`src/rtl/tcw_ram.sv`:
```
// Generic simple dual-port RAM: one write port, one read port, registered read.
// Depends on nothing.
module tcw_ram #(
   parameter int WIDTH = 8,
   parameter int DEPTH = 256
) (
   input  logic                     clock,
   input  logic                     wr_en,
   input  logic [$clog2(DEPTH)-1:0] wr_addr,
   input  logic [WIDTH-1:0]         wr_data,
   input  logic [$clog2(DEPTH)-1:0] rd_addr,
   output logic [WIDTH-1:0]         rd_data
);

   logic [WIDTH-1:0] mem [DEPTH];
   logic [WIDTH-1:0] rd_data_ff;

   always_ff @(posedge clock) begin
      if (wr_en) begin
         mem[wr_addr] <= wr_data;
      end
      rd_data_ff <= mem[rd_addr];
   end

   assign rd_data = rd_data_ff;

endmodule

```
`config.mk`:
```
export PLATFORM = sky130hd
export DESIGN_NAME = tcw_ram
export DESIGN_NICKNAME = d
export VERILOG_FILES = /design/src/rtl/tcw_ram.sv
export SDC_FILE = /design/constraint.sdc
export NUM_CORES = 2
export LEC_CHECK = 0
export BUFFER_PORTS_ARGS = -buffer_cell sky130_fd_sc_hd__buf_2
export CORE_MARGIN = 2
export CORE_UTILIZATION = 45
export DETAILED_ROUTE_END_ITERATION = 10
export MAX_ROUTING_LAYER = met4
export SLEW_MARGIN = 20
export SYNTH_ARGS = -nofsm -noshare
export SYNTH_HDL_FRONTEND = slang
export SYNTH_SLANG_ARGS = --single-unit
```
`constraint.sdc`:
```
create_clock -name clock -period 5.32 [get_ports clock]
set_input_delay 0.798 -clock clock [delete_from_list [all_inputs] [get_ports clock]]
set_output_delay 0.798 -clock clock [all_outputs]
set_load 0.01 [all_outputs]
```
# Word level (Yosys, flattened, before mapping)
# Memories as Yosys holds them, arrays and structs flattened. A register that Yosys moved wholly into a read port is not among the register bits.
# Cells that the tools add are included.
# W data, S select, Z words.
[word_totals] output_inout_bits=8 reg_bits=0 ramBits=2048 memories=1 in_bits=26 wordCells=3
[memory_table] name="mem" words=256 word_bits=8 read_ports=1 rd_ports_with_merged_regs=1 write_ports=1 line="15" text="logic [WIDTH-1:0] mem [DEPTH];"
[op_classes] mux=2
[ops] cell="$mux W1" n=2

# Logic depth before layout (Yosys ltp)
[logic_depth] depth_word=2 mapped_depth=11 mapped_depth_nobuf=6

# Least setup slack after synthesis
# No wires, ideal clock.
[synth_timing] kind="in2reg" from="input port rd_addr[0]" to="register rd_data_ff[2] (netlist: rd_data[2]) (read register of mem)" t_required_ns=5.189 setup_ns=0.131 setup_slack_ns=2.584 cell_stages=9 t_arrival_ns=2.605 n_path_buf=4 cell_sequence="buf_6 buf_12 buf_8 buf_2 mux4_2 a22oi_1 a21oi_1 nor4_1 nor4_2"
[synth_rtl] element="start, declared" line="11" text="input logic [$clog2(DEPTH)-1:0] rd_addr,"
[synth_rtl] element="end, declared" line="16" text="logic [WIDTH-1:0] rd_data_ff;"

==> key figures <==
Floorplanning
  • Core area: 176,000 um2
  • Chip height: 424 um
  • IO Count: 34
  • DIE WIDTH: 424 um
  • Die area: 180,000 um2
  • Initial Util: 0.452
  • Site row count: 154

Clock tree
  • Clk_lat worst skew: 840 ps
  • Clock buffer depth: 3
  • CTS Root Cell: clkbuf_16
  • Hold Buf Count CTS: 0
  • CTS tree: built
  • Post-CTS Repair Setup Buffers: 0
  • Resized cells post-CTS: 0
  • Num CTS Buffers: 206
  • CTS clk-pin slew, worst paths: 60 ps
  • Clock sinks: 2,056
  • CTS H-tree lvls: 4

Route
  • Remaining DRCs: 0
  • Avg WL per Cell: 31.4 um
  • Initial DRC Count: 4,884
  • First-pass iteration count of the detailed router: 5
  • Detailed Route WL: 201,000 um
  • Post-DRT Antenna Nets: 0
  • DR vias/cell: 6.07
  • Vias: 38,800

Synth
  • Cell Area, Synth: 79,600 um2
  • Post-synth ARST share: 0
  • Flops & latches, synth: 2,056
  • Syn Area/Cell: 21.3 um2
  • EDFF count, synth: 2,048
  • Post-synthesis sequential area ratio: 0.775
  • Top_reg_cell synth: edfxtp_1
  • Yosys warnings: 0
  • Syn nets: 3,759
  • Synthesized instance count: 3,733
  • Distinct cell type count after synthesis: 55

STA
  • Max Clk Rate: 278 MHz
  • Worst rel slew slack: 0.222
  • Slew Limit Fails: 0
  • Hold Vio Cnt, Final: 0
  • Setup-failing EPs final: 0
  • RSZ-0062 raised after global routing: no
  • Final period util: 0.676
  • Post-route minimum period: 3600 ps
  • Setup tns final: 0 ps
  • Worst-Margin Slew: 1170 ps
  • Setup Skew: 33.4 ps
  • Worst setup margin: 1720 ps

Finish
  • Design area: 89,300 um2
  • Most frequent cells in the layout: edfxtp_1 (2,048), mux4_2 (454), nor2_1 (279), clkbuf_16 (209), mux2i_1 (134)
  • Nets@finish: 3,902
  • Final Non-Filler Cells: 6,394
  • # fillers: 13,800
  • Fraction of layout cells with a size suffix above 1: 0.229
  • Most common cell after layout, fill and taps aside: edfxtp_1
  • Layout area overhead: 12.2%
  • Multi-input logic area: 16,500 um2
  • Area occupied by registers: 61,700 um2

Critical path
  • Worst setup EP type: register
  • R2R Path Start: mem[16][5]
  • CP required: 5990 ps
  • FF-to-FF End: rd_data[5]
  • CP Class: input pin to register
  • CP max FO: 36
  • WP data arrival: 4260 ps
  • CP Launch Type: input pin
  • Worst Reg-to-Reg Cells: 6
  • R2R Setup Slk: 2410 ps

Pwr
  • VDD IR max: 0.000323 V
  • Pwr dens: 376 nW/um2
  • Total chip power: 33,600 uW
  • Leak pwr: 0.0274 uW

Place
  • Setup WS pre-CTS: 890 ps
  • HPWL after DPL: 124,000 um
  • Placed inst area: 82,800 um2
  • I/O Buffers: 33
  • Cell count after placement: 6,007
  • Placer congestion estimate: 0.890

Global route
  • Pin count of the biggest net entering global routing: 158
  • Global-route total usage across every layer: 0.230
  • Initial antenna violation count: 9
  • Global-route wire length before repair: 287,000 um
  • Total gr overflow: 0
  • Vias in the first global route: 38,300

Worst hold path
  • HP Start: wr_data[4]
  • Worst Hold Endpoint: mem[247][4]
  • Worst min path class: input pin to register
  • Hold Crit Depth: 1

Status
  • Outcome: finished clean

Run
  • Max-Cap Viols: 0
report_power, final:
part | internal [uW] | total [uW] | switching [uW] | leakage (uW)
clock network | 7940 | 14000 | 6090 | 0.00315
logic | 561 | 1650 | 1090 | 0.00577
registers | 17900 | 17900 | 36.6 | 0.0185
how the worst max path moves through the flow:
stage	start	end	slack, ps	depth (start not counted)
finish	rd_addr[0]	rd_data[5]	1720	9
global route	rd_addr[0]	rd_data[4]	1760	9
detailed placement	rd_addr[0]	rd_data[5]	890	9
CTS	rd_addr[0]	rd_data[5]	1760	9
floorplan	rd_addr[0]	rd_data[2]	2580	9
global placement	rd_addr[0]	rd_data[3]	770	9
state kept, by name (all words and copies together) (netlist names):
name     cells
rd_data      8
mem       2048
cell families (layout without fill, tap and decap cells):
| logic type | count (synthesis) | in the layout | synth area share |
|---|---|---|---|
| compound gates | 385 | 385 | 0.0342 |
| flops | 2056 | 2056 | 0.775 |
| buf+inv | 235 | 552 | 0.0183 |
| other cells | 0 | 4 | 0 |
| mux | 591 | 591 | 0.146 |
| simple gates | 466 | 466 | 0.0263 |
synthesized netlist by cell type (10+ instances only):
master    instances  area (um2)
nor4_1           24         150
nand4_1          10        62.6
o22ai_1          28         175
buf_1            22        82.6
buf_8            13         195
buf_6            21         236
nand3_1          34         170
o221ai_1         46         403
mux2i_1         134        1340
a221oi_1         13         114
mux4_2          454       10200
edfxtp_1       2048       61500
a211oi_1         16         120
nor2b_1          31         194
nor2_1          282        1060
nand2_1          33         124
o211ai_1         10        75.1
buf_2            31         155
a21oi_1          96         480
o21ai_0          10        50.1
clkbuf_1        111         417
nor3_1           22         110
buf_4            27         203
a22oi_1         133         998
worst max-delay path, cell delays in order:
cell	delay, ps
buf_8	390
buf_12	280
buf_12	220
buf_12	200
mux4_2	540
a221oi_1	590
o221ai_1	220
a211oi_1	860
nor4_1	80
final cells by class:
class | instances | share of cell area
clock buffers | 262 | 0.0608
well taps | 2340 | 0.0328
diodes | 4 | 0.000112
inverters | 2 | 0.0000841
flip-flops and latches | 2056 | 0.691
clock inverters | 120 | 0.0118
multi-input cells | 1442 | 0.185
repair buffers | 168 | 0.0186
through the flow:
stage          hold WS [ps]  utilization
6_report                367        0.508
5_1_grt                 331        0.508
4_1_cts                 364        0.507
3_5_place_dp           1010        0.470
3_3_place_gp           1020        0.470
2_1_floorplan           770            -
per-layer routing:
metal / GRT usage / up-vias / wire, um
met4: 0.0653 / 0 / 5470
met5: - / - / 0
met2: 0.338 / 1710 / 93700
met1: 0.330 / 20800 / 85900
met3: 0.0437 / 302 / 16000
li1: - / 16000 / -
Power figures use the tool's default switching activity.
